`src/hdl/contact_state_majority_filter_assert.svh`:
```
// assertion macros for the contact state majority filter
`ifndef CONTACT_STATE_MAJORITY_FILTER_ASSERT_SVH
`define CONTACT_STATE_MAJORITY_FILTER_ASSERT_SVH

// condition that holds at every clock edge out of reset
`define CSMF_ASSERT_ALWAYS(lbl, expr, msg) \
    lbl: assert property (@(posedge aclk) disable iff (!aresetn) (expr)) \
        else $error(msg);

// consequence that holds in the cycle after the antecedent
`define CSMF_ASSERT_NEXT(lbl, ante, cons, msg) \
    lbl: assert property (@(posedge aclk) disable iff (!aresetn) (ante) |=> (cons)) \
        else $error(msg);

`endif

```
`src/hdl/csmf_pkg.sv`:
```
// shared types, constants and helpers for the contact state majority filter
package csmf_pkg;

    // window depth default and the largest depth the counters support
    localparam int WINDOW_DEF = 10;
    localparam int WINDOW_MAX = 32;
    localparam int CNT_W      = $clog2(WINDOW_MAX + 1);

    // contact state codes
    localparam logic [1:0] CONTACT_NONE   = 2'd0;
    localparam logic [1:0] CONTACT_OFF    = 2'd1;
    localparam logic [1:0] CONTACT_OBJECT = 2'd2;
    localparam logic [1:0] CONTACT_SKIN   = 2'd3;

    // field widths
    localparam int RATE_IN_W  = 12;
    localparam int OXY_IN_W   = 10;
    localparam int RATE_OUT_W = 9;
    localparam int OXY_OUT_W  = 7;

    // reciprocal of ten in 15 fractional bits, exact floor for 12-bit inputs
    localparam int          RECIP_SHIFT = 15;
    localparam logic [11:0] RECIP_TEN   = 12'd3277;

    // per-state occupancy of the window plus the vote taken on it
    typedef struct packed {
        logic [CNT_W-1:0] n_off;
        logic [CNT_W-1:0] n_object;
        logic [CNT_W-1:0] n_skin;
        logic [1:0]       winner;
    } csmf_vote_t;

    // divide a 12-bit value by ten with one multiply and a shift
    function automatic logic [RATE_OUT_W-1:0] div_ten(input logic [RATE_IN_W-1:0] x);
        logic [2*RATE_IN_W-1:0] prod;
        prod = {{RATE_IN_W{1'b0}}, x} * {{RATE_IN_W{1'b0}}, RECIP_TEN};
        return prod[RECIP_SHIFT +: RATE_OUT_W];
    endfunction

endpackage

```
`src/hdl/csmf_cell.sv`:
```
// one stage of the contact state shift line
module csmf_cell
    import csmf_pkg::*;
(
    input  logic       aclk,
    input  logic       aresetn,
    input  logic       shift_en,
    input  logic [1:0] state_in,
    output logic [1:0] state_out
);

    logic [1:0] state_reg;
    logic [1:0] state_next;

    // take the neighbor's state on a shift
    assign state_next = shift_en ? state_in : state_reg;

    always_ff @(posedge aclk) begin
        if (!aresetn) begin
            state_reg <= CONTACT_NONE;
        end else begin
            state_reg <= state_next;
        end
    end

    assign state_out = state_reg;

endmodule

```
`src/hdl/csmf_window.sv`:
```
// window of recent contact states with running per-state counts and the vote
module csmf_window
    import csmf_pkg::*;
#(
    parameter int WINDOW = WINDOW_DEF
) (
    input  logic       aclk,
    input  logic       aresetn,
    input  logic       shift_en,
    input  logic [1:0] state_new,
    output csmf_vote_t vote_next
);

    logic [1:0] tap [WINDOW+1];

    logic [CNT_W-1:0] n_off_reg,    n_off_next;
    logic [CNT_W-1:0] n_object_reg, n_object_next;
    logic [CNT_W-1:0] n_skin_reg,   n_skin_next;
    logic [1:0]       state_old;

    assign tap[0]    = state_new;
    assign state_old = tap[WINDOW];

    // row of cells, the oldest state drops out at the far end
    for (genvar i = 0; i < WINDOW; i++) begin : g_cell
        csmf_cell u_cell (
            .aclk      (aclk),
            .aresetn   (aresetn),
            .shift_en  (shift_en),
            .state_in  (tap[i]),
            .state_out (tap[i+1])
        );
    end

    // count the incoming state, uncount the one leaving the window
    function automatic logic [CNT_W-1:0] cnt_upd(input logic [CNT_W-1:0] n,
                                                 input logic [1:0] code,
                                                 input logic [1:0] s_in,
                                                 input logic [1:0] s_out);
        logic [CNT_W-1:0] inc;
        logic [CNT_W-1:0] dec;
        inc = {{(CNT_W-1){1'b0}}, (s_in == code)};
        dec = {{(CNT_W-1){1'b0}}, (s_out == code)};
        return n + inc - dec;
    endfunction

    always_comb begin
        n_off_next    = n_off_reg;
        n_object_next = n_object_reg;
        n_skin_next   = n_skin_reg;
        if (shift_en) begin
            n_off_next    = cnt_upd(n_off_reg,    CONTACT_OFF,    state_new, state_old);
            n_object_next = cnt_upd(n_object_reg, CONTACT_OBJECT, state_new, state_old);
            n_skin_next   = cnt_upd(n_skin_reg,   CONTACT_SKIN,   state_new, state_old);
        end
    end

    always_ff @(posedge aclk) begin
        if (!aresetn) begin
            n_off_reg    <= '0;
            n_object_reg <= '0;
            n_skin_reg   <= '0;
        end else begin
            n_off_reg    <= n_off_next;
            n_object_reg <= n_object_next;
            n_skin_reg   <= n_skin_next;
        end
    end

    // majority on the updated counts, ties to skin then object
    always_comb begin
        vote_next.n_off    = n_off_next;
        vote_next.n_object = n_object_next;
        vote_next.n_skin   = n_skin_next;
        priority if (n_skin_next >= n_off_next && n_skin_next >= n_object_next) begin
            vote_next.winner = CONTACT_SKIN;
        end else if (n_object_next >= n_off_next && n_object_next >= n_skin_next) begin
            vote_next.winner = CONTACT_OBJECT;
        end else begin
            vote_next.winner = CONTACT_OFF;
        end
    end

endmodule

```
`src/hdl/contact_state_majority_filter.sv`:
```
// top level of the contact state majority filter
//
// Takes one sensor report per clock while s_tready is high and returns one result beat per report.
// Reports with a read error or no contact state are passed through with
// accepted low; accepted reports taken while measuring shift their contact
// state into a row of WINDOW cells, and running per-state counters give the
// majority vote in the same cycle, so the result is registered in the cycle
// after the input beat. An output register separates the two sides: a new
// report is taken whenever the result register is empty or being drained.
// Heart rate and SpO2 are divided by ten with one reciprocal multiply each.
`include "contact_state_majority_filter_assert.svh"

module contact_state_majority_filter
    import csmf_pkg::*;
#(
    parameter int WINDOW = WINDOW_DEF
) (
    input  logic        aclk,
    input  logic        aresetn,
    // fields from bit 0: status_bad[0], contact_raw[2:1], rate_tenths[14:3],
    // oxygen_tenths[24:15], measuring[25], zero pad[31:26]
    input  logic [31:0] s_tdata,
    input  logic        s_tvalid,
    output logic        s_tready,
    // fields from bit 0: accepted[0], contact_filtered[2:1], heart_rate[11:3],
    // oxygen_level[18:12], zero pad[23:19]
    output logic [23:0] m_tdata,
    output logic        m_tvalid,
    input  logic        m_tready
);

    logic                  status_bad;
    logic [1:0]            contact_raw;
    logic [RATE_IN_W-1:0]  rate_tenths;
    logic [OXY_IN_W-1:0]   oxygen_tenths;
    logic                  measuring;

    logic                  in_beat;
    logic                  take_item;
    logic                  shift_en;
    csmf_vote_t            vote_next;
    logic [CNT_W+1:0]      vote_sum;
    logic                  held_clear;

    logic                  m_valid_reg,  m_valid_next;
    logic                  accepted_reg, accepted_next;
    logic [1:0]            filt_reg,     filt_next;
    logic [RATE_OUT_W-1:0] rate_reg,     rate_next;
    logic [OXY_OUT_W-1:0]  oxy_reg,      oxy_next;
    logic [RATE_OUT_W-1:0] oxy_div;

    // unpack the input beat
    assign status_bad    = s_tdata[0];
    assign contact_raw   = s_tdata[2:1];
    assign rate_tenths   = s_tdata[14:3];
    assign oxygen_tenths = s_tdata[24:15];
    assign measuring     = s_tdata[25];

    // handshake and window update enable
    assign s_tready  = !m_valid_reg || m_tready;
    assign in_beat   = s_tvalid && s_tready;
    assign take_item = !status_bad && (contact_raw != CONTACT_NONE);
    assign shift_en  = in_beat && take_item && measuring;

    csmf_window #(
        .WINDOW (WINDOW)
    ) u_window (
        .aclk      (aclk),
        .aresetn   (aresetn),
        .shift_en  (shift_en),
        .state_new (contact_raw),
        .vote_next (vote_next)
    );

    assign oxy_div = div_ten({{(RATE_IN_W-OXY_IN_W){1'b0}}, oxygen_tenths});

    // held display values
    always_comb begin
        filt_next = filt_reg;
        rate_next = rate_reg;
        oxy_next  = oxy_reg;
        if (shift_en) begin
            filt_next = vote_next.winner;
            if (vote_next.winner == CONTACT_SKIN) begin
                rate_next = div_ten(rate_tenths);
                if (oxygen_tenths != '0) begin
                    oxy_next = oxy_div[OXY_OUT_W-1:0];
                end
            end else begin
                rate_next = '0;
                oxy_next  = '0;
            end
        end
    end

    // output register
    always_comb begin
        m_valid_next  = m_valid_reg && !m_tready;
        accepted_next = accepted_reg;
        if (in_beat) begin
            m_valid_next  = 1'b1;
            accepted_next = take_item;
        end
    end

    always_ff @(posedge aclk) begin
        if (!aresetn) begin
            m_valid_reg  <= 1'b0;
            accepted_reg <= 1'b0;
            filt_reg     <= CONTACT_NONE;
            rate_reg     <= '0;
            oxy_reg      <= '0;
        end else begin
            m_valid_reg  <= m_valid_next;
            accepted_reg <= accepted_next;
            filt_reg     <= filt_next;
            rate_reg     <= rate_next;
            oxy_reg      <= oxy_next;
        end
    end

    assign m_tvalid = m_valid_reg;
    assign m_tdata  = {5'b0, oxy_reg, rate_reg, filt_reg, accepted_reg};

    // window occupancy never exceeds its depth
    assign vote_sum = {2'b0, vote_next.n_off} + {2'b0, vote_next.n_object}
                    + {2'b0, vote_next.n_skin};

    // both held values at zero
    assign held_clear = (rate_reg == '0) && (oxy_reg == '0);

    `CSMF_ASSERT_ALWAYS(a_occupancy, vote_sum <= (CNT_W+2)'(WINDOW), "window count overflow")
    `CSMF_ASSERT_NEXT(a_filt_set, shift_en, filt_reg != CONTACT_NONE, "vote left state empty")
    `CSMF_ASSERT_ALWAYS(a_off_skin_zero, filt_reg == CONTACT_SKIN || held_clear, "not cleared")

endmodule
```
`config.mk`:
```
export PLATFORM = sky130hd
export DESIGN_NAME = contact_state_majority_filter
export DESIGN_NICKNAME = d
export VERILOG_FILES = /design/src/hdl/csmf_pkg.sv /design/src/hdl/csmf_cell.sv /design/src/hdl/csmf_window.sv /design/src/hdl/contact_state_majority_filter.sv
export VERILOG_INCLUDE_DIRS = /design/src /design/src/hdl
export SDC_FILE = /design/constraint.sdc
export NUM_CORES = 1
export LEC_CHECK = 0
export BUFFER_PORTS_ARGS = -buffer_cell sky130_fd_sc_hd__buf_2
export CORE_MARGIN = 10
export CORE_UTILIZATION = 55
export CTS_BUF_LIST = sky130_fd_sc_hd__clkbuf_8
export DETAILED_ROUTE_END_ITERATION = 10
export PLACE_DENSITY = 0.77
export SYNTH_ARGS = -nofsm -noshare
export SYNTH_HDL_FRONTEND = slang
export SYNTH_HIERARCHICAL = 1
export SYNTH_SLANG_ARGS = --single-unit
```
`constraint.sdc`:
```
create_clock -name aclk -period 10.7 [get_ports aclk]
set_clock_uncertainty 0.15 [all_clocks]
set_input_delay 2.14 -clock aclk [delete_from_list [all_inputs] [get_ports aclk]]
set_output_delay 2.14 -clock aclk [all_outputs]
set_load 0.02 [all_outputs]
```
== Yosys cells after proc, flatten, opt, wreduce, memory -nomap -nowiden ==
Index checks and enable logic that the tools add are counted.
Storage, ports and cells
  flip-flop bits (word level): 58
  latch bits: 0
  memory bits (writable): 0
  ROM bits: 0
  input bits: 36
  output and inout bits: 26
  logic and storage cells: 61
  memories kept: 0
Cells by class
  add/subtract/negate cells: 6
  multipliers: 2
  div/mod/pow operators: 0
  order comparisons: 4
  eq/ne operators: 8
  shifts and indexed selects: 0
  muxes and demuxes: 9
  bitwise gates (word level): 0
  reduce and logical (&&, ||, !) cells: 14
Operators by type and width (count)
  $ge A6 B6 Y1: 4
  $mul A12 B12 Y24 const B: 1
  $mul A10 B12 Y22 const B: 1
  $add A6 B1 Y6: 3
  $mux W6: 3
  $sub A6 B1 Y6: 3
  $mux W7: 2
  $eq A2 B2 Y1 const B: 5
  $reduce_bool A10 Y1: 1
  $mux W9: 1
  $logic_and A1 B1 Y1: 7
  $eq A2 B1 Y1 const B: 2
  $mux W2: 2
  $logic_not A1 Y1: 3
  $ne A2 B1 Y1 const B: 1
  $reduce_and A2 Y1: 1
  $reduce_bool A2 Y1: 1
  $logic_or A1 B1 Y1: 1
  $mux W1: 1

== Longest topological paths before layout ==
Gate-level depths: netlist (run 1).
  word-level depth: 13
  depth in mapped cells: 24
  depth with buffers taken out: 23

== Hierarchy ==
The synthesis (run 1) kept the hierarchy.
By module, submodules not included
  contact_state_majority_filter: instances 1, cells an instance 581, area an instance 5352.6 µm², seq. area each 400.4 µm²
  csmf_window: instances 1, cells an instance 227, area an instance 1978.1 µm², seq. area each 360.3 µm²
  csmf_cell: instances 10, cells an instance 6, area an instance 72.6 µm², seq. area each 40.0 µm²

== Least setup slack after synthesis (run 1) ==
Ideal clock, no wire load.
  path kind: in2reg
  start: input m_tready
  end: register rate_reg[5]
  library setup time: 0.062 ns
  arrival: 7.197 ns
  required time: 10.488 ns
  setup slack: 3.291 ns
  cell stages on the path: 20
  buffers on the path: 3
  cells stage by stage: nand2b_1 > nand4_1 > inv_1 > clkbuf_4 > buf_1 > mux2_2 > ha_1 > nand2b_1 > a2111oi_0 > or3_1 > maj3_1 > mux2i_1 > maj3_1 > inv_1 > a21oi_1 > nand3_1 > or2_2 > clkbuf_1 > or4_1 > nand3_1
RTL lines
  from (decl): RTL line contact_state_majority_filter.sv:29  | input logic m_tready
  to (signal assigned): RTL line contact_state_majority_filter.sv:117  | rate_reg <= rate_next;
  to (decl): RTL line contact_state_majority_filter.sv:48  | logic [RATE_OUT_W-1:0] rate_reg, rate_next;

==> flow_metrics.tcl, run 1 <==
set metrics [dict create \
    vias 5905 \
    gp_congestion 0.8494 \
    top_usage_layer "met2" \
    p_leak_nw 4.347 \
    dieHeight_um 140.9 \
    antenna_found_initial 0 \
    hpwl_um 13090 \
    start_util_pct 55.72 \
    drt_wl_total_um 15250 \
    switching_share_pct 47.65 \
    start_kind "primary input" \
    rsz0062_at_grt "false" \
    cts_sinks 58 \
    clk_latency_ps 330 \
    cpPeakStageDelay_ps 510 \
    finalSetupTns_ps 0 \
    first_pass_iters 4 \
    p_int_mw 0.6974 \
    p_sw_mw 0.6347 \
    seqPwrFrac_pct 17.3 \
    fill_cells 1266 \
    holdBufCountCts 0 \
    cp_max_fo 35 \
    drc 0 \
    grt_pass1_wl_um 27260 \
    min_period_ps 7219 \
    synthCells 863 \
    setup_viol 0 \
    max_freq_mhz 138.5 \
    path_clk_slew_ps 70 \
    ant_nets 0 \
    nets 1201 \
    finish.utilization_pct 59.86 \
    finalCritPeriodShare_pct 67.47 \
    status "completed" \
    drtIter0Drc 213 \
    drive_gt1_share_pct 10.31 \
    overflow 0 \
    hold_path.class "register to register" \
    critPathSlowestCell "buf_4" \
    clkPwrFrac_pct 13.7 \
    seq_area_sq_um 1161 \
    slew_headroom_pct 59.85 \
    core_sq_um 14420 \
    criticalPathCategory "primary input to register" \
    largest_reg_flops 20 \
    wl_per_cell_um 13.80 \
    cts_buffers 9 \
    multiInputGateArea_sq_um 6161 \
    grt_usage_pct 16.05 \
    dieArea_sq_um 19850 \
    fin_area_sq_um 8635 \
    io_pins 62 \
    cts_max_path_buffers 2 \
    cts.htree.levels 3 \
    synth_warnings 6 \
    crit_path_cell_trace "buf_2 -> o21ba_2 -> nand4_1 -> inv_2 -> buf_4 -> nand2_1 -> o311ai_1 -> a211oi_2 -> xnor2_1 -> ha_1 -> and2_1 -> a32o_1 -> a211oi_2 -> o21a_2 -> o21ai_0 -> a21oi_1 -> nand3_1 -> nor2_1 -> nand2_1 -> a2111o_1 -> nand3_1" \
    syn_area_sq_um 8036 \
    syn-mean-instance-area_sq_um 9.312 \
    final_hold_viol_count 0 \
    grtUsageMet2_pct 27.34 \
    ir_worst_vdd_uv 111.2 \
    maxCapViolations 0 \
    grt_start_max_net_pins 46 \
    worst_ep_required_time_ps 10820 \
    end_kind "register" \
    worst_pin_slew_ps 602.2 \
    cts_resized 0 \
    cts_tree "built" \
    use_met3_pct 2.083 \
    root_buffer "clkbuf_8" \
    row_count 44 \
    first_global_vias 6005 \
    die_w_um 140.9 \
    cts_post_setup_buffers_inserted 0 \
    finalMaxSlewViolations 0 \
    placed_cell_area_sq_um 8457 \
    crit_arrival_ps 7340 \
    p_per_area_nw_per_um2 154.3 \
    use_met1_pct 20.87 \
    place.port_buffers 50 \
    pwr-share-comb_pct 69.0 \
    area_growth_pct 7.442 \
    via_per_inst 5.344 \
    num_antenna_cells 0 \
    finalPower_mw 1.332 \
]
==> placed cells by master (no fill, tap or decap), types with 3 or more instances in the layout <==
cell / instances
and3_1: 6
nor2b_1: 33
nor2_1: 17
o21ai_0: 31
mux2i_1: 33
conb_1: 5
clkinvlp_4: 3
xnor2_1: 20
xor2_1: 4
and2_1: 20
fa_1: 66
nand2b_1: 8
inv_1: 168
a21oi_1: 30
clkbuf_8: 9
nand4_1: 7
o21bai_1: 4
buf_2: 50
a211oi_1: 6
nor3_1: 7
ha_1: 183
nand2_1: 41
o211ai_1: 3
or3_1: 5
o22ai_1: 3
a211o_1: 5
nand3_1: 12
maj3_1: 3
a21o_1: 9
dfxtp_1: 58
==> critical path, delay by kind of cell <==
| family | cells | cell delay, ps |
|---|---|---|
| compound gates | 9 | 2170 |
| fa+ha+maj | 1 | 270 |
| simple gates | 7 | 1530 |
| xor+xnor | 1 | 190 |
| buf+inv | 3 | 1020 |
==> power groups by stage <==
| stage | sequential [mW] | combinational, mW | clock, mW |
|---|---|---|---|
| 5_1_grt | 0.232 | 1.07 | 0.196 |
| 3_3_place_gp | 0.235 | 0.898 | 0 |
| 6_report | 0.231 | 0.919 | 0.182 |
| 3_5_place_dp | 0.236 | 0.917 | 0 |
| 4_1_cts | 0.231 | 0.927 | 0.186 |
| 2_1_floorplan | 0.243 | 0.704 | 0 |
==> area by class of cell <==
cell class                 instances  share of cell area, %
timing repair buffer              51                  2.985
sequential                        58                  13.45
inverter                         171                  7.492
tap                              184                  2.666
clock inverter                     7                 0.6231
clock buffer                       9                  1.435
multi-input combinational        625                  71.35
==> layer usage <==
layer / part of all wire [%] / vias to the layer above
li1: - / 3017
met1: 46 / 2790
met2: 49 / 88
met3: 3.3 / 10
met4: 1.2 / 0
met5: 0 / -
==> worst paths after layout <==
path               from    endpoint  slack, ps  cells past startpoint
min reg2reg  oxy_reg[6]  oxy_reg[6]        300                      2
max reg2reg    m_tvalid  oxy_reg[5]       5140                     20
min          oxy_reg[6]  oxy_reg[6]        300                      2
max          s_tdata[0]  oxy_reg[5]       3480                     21
==> through the flow <==
stage          hold slack [ps]  setup slack, ps  std cells
6_report                 303.4             3481       1105
5_1_grt                  345.2             3028       1105
4_1_cts                  310.8             3544       1105
3_5_place_dp             294.4             3252       1089
3_3_place_gp             283.1             3290       1089
2_1_floorplan            293.8             3291        867
(Power assumes the default switching activity.)
==> run 2: changes to the inputs <==
Settings changed: PLACE_DENSITY 0.77 to 0.8.
Clock period 10.7 ns to 6 ns, I/O delays scaled along.
==> flow_metrics.tcl, run 2 (synthesized netlist as in run 1, its figures left out) <==
set metrics [dict create \
    status "completed" \
    mostFrequentLayoutCells "ha_1, inv_1, fa_1" \
    p_sw_mw 1.149 \
    cts_post_setup_buffers_inserted 0 \
    clk_latency_ps 350 \
    io_pins 62 \
    r2r-start "u_window/g_cell[9].u_cell/state_out[0]" \
    criticalPathCategory "primary input to register" \
    row_count 44 \
    finalPower_mw 2.422 \
    largest_reg_flops 20 \
    holdBufCountCts 0 \
    area_growth_pct 8.797 \
    cp_max_fo 5 \
    maxCapViolations 0 \
    crit_arrival_ps 5790 \
    p_per_area_nw_per_um2 277.0 \
    cts_max_path_buffers 2 \
    first_global_vias 6094 \
    slew_headroom_pct 58.27 \
    finalSetupTns_ps 0 \
    min_period_ps 5646 \
    drt_wl_total_um 15700 \
    gp_congestion 0.8589 \
    num_antenna_cells 0 \
    path_clk_slew_ps 70 \
    cts_buffers 9 \
    finalCritPeriodShare_pct 94.10 \
    place.port_buffers 50 \
    antenna_found_initial 0 \
    die_w_um 140.9 \
    drtIter0Drc 235 \
    p_leak_nw 4.409 \
    dieArea_sq_um 19850 \
    dieHeight_um 140.9 \
    nets 1215 \
    holdCritStartpoint "rate_reg[4]" \
    cts_tree "built" \
    ant_nets 0 \
    fin_worst_hold_slack_ps 306.4 \
    ir_worst_vdd_uv 189.8 \
    switching_share_pct 47.44 \
    seqPwrFrac_pct 17.0 \
    worst_ep_required_time_ps 6140 \
    clkPwrFrac_pct 13.5 \
    root_buffer "clkbuf_8" \
    mostFrequentLayoutCell "ha_1" \
    rsz0062_at_grt "false" \
    setup_viol 0 \
    worst_pin_slew_ps 626.0 \
    finalMaxSlewViolations 0 \
    overflow 0 \
    fill_cells 1230 \
    hpwl_um 13640 \
    grt_usage_pct 16.26 \
    max_freq_mhz 177.1 \
    via_per_inst 5.318 \
    first_pass_iters 4 \
    wl_per_cell_um 14.03 \
    vias 5951 \
    drive_gt1_share_pct 11.66 \
    drc 0 \
    p_int_mw 1.273 \
    cts_sinks 58 \
    cts.htree.levels 3 \
    fin_area_sq_um 8743 \
    finish.utilization_pct 60.62 \
    start_util_pct 55.72 \
    grt_start_max_net_pins 46 \
    start_kind "primary input" \
    grt_pass1_wl_um 27540 \
    placed_cell_area_sq_um 8566 \
    core_sq_um 14420 \
    final_hold_viol_count 0 \
    cts_resized 0 \
    end_kind "register" \
    pwr-share-comb_pct 69.5 \
    hold_path.class "register to register" \
    setup.worst_path.start "s_tdata[6]" \
]
## run 2: cell types whose count changed in the layout (fill, tap and decap cells not counted), sizes merged
| cell | delta |
|---|---|
| buf | +14 |
| clkinvlp | +1 |
| inv | -1 |
## run 2: final timing paths
kind / to / depth (start not counted) / slack, ps
max reg2reg: rate_reg[8] / 21 / 1010
max: rate_reg[8] / 17 / 350
min: rate_reg[4] / 2 / 310
min reg2reg: rate_reg[4] / 2 / 310
## run 2: layer usage
metal / vias up / part of all wire (%) / global-route usage, %
met1: 2832 / 46 / 20.91
met2: 68 / 50 / 27.78
met4: 0 / 1.5 / 4.674
met5: - / 0 / 0
met3: 19 / 2.9 / 2.083
li1: 3032 / - / -
## run 2: final cells by class
type	instances	area (sq um)	area share, %
multi-input cells	625	6161	70.46
flip-flops and latches	58	1161	13.28
inverters	171	650.6	7.441
repair buffers	65	362.8	4.150
well taps	184	230.2	2.633
clock buffers	9	123.9	1.417
clock inverters	7	53.80	0.6153
## run 2: power groups by stage
| stage | logic (mW) | clock network (mW) | registers, mW |
|---|---|---|---|
| floorplan | 1.26 | 0 | 0.433 |
| global placement | 1.63 | 0 | 0.420 |
| detailed placement | 1.68 | 0 | 0.421 |
| CTS | 1.69 | 0.334 | 0.412 |
| global route | 1.94 | 0.349 | 0.413 |
| finish | 1.68 | 0.326 | 0.412 |
## run 2: per-stage QoR
step	setup slack [ps]	instances
after detailed placement	9.117	1103
final	354.2	1119
after global placement	63.56	1103
after floorplan	17.55	867
after CTS	361.9	1119
after global routing	33.17	1119
## run 2: critical path, cell delays in order
cell,delay [ps]
buf_2,140
ha_1,310
inv_1,60
fa_1,490
inv_1,50
fa_1,520
fa_1,570
inv_1,60
fa_1,530
inv_1,50
ha_1,300
and3_4,190
a31o_1,200
a41o_1,280
o31a_1,280
or4_1,470
nand3_1,70
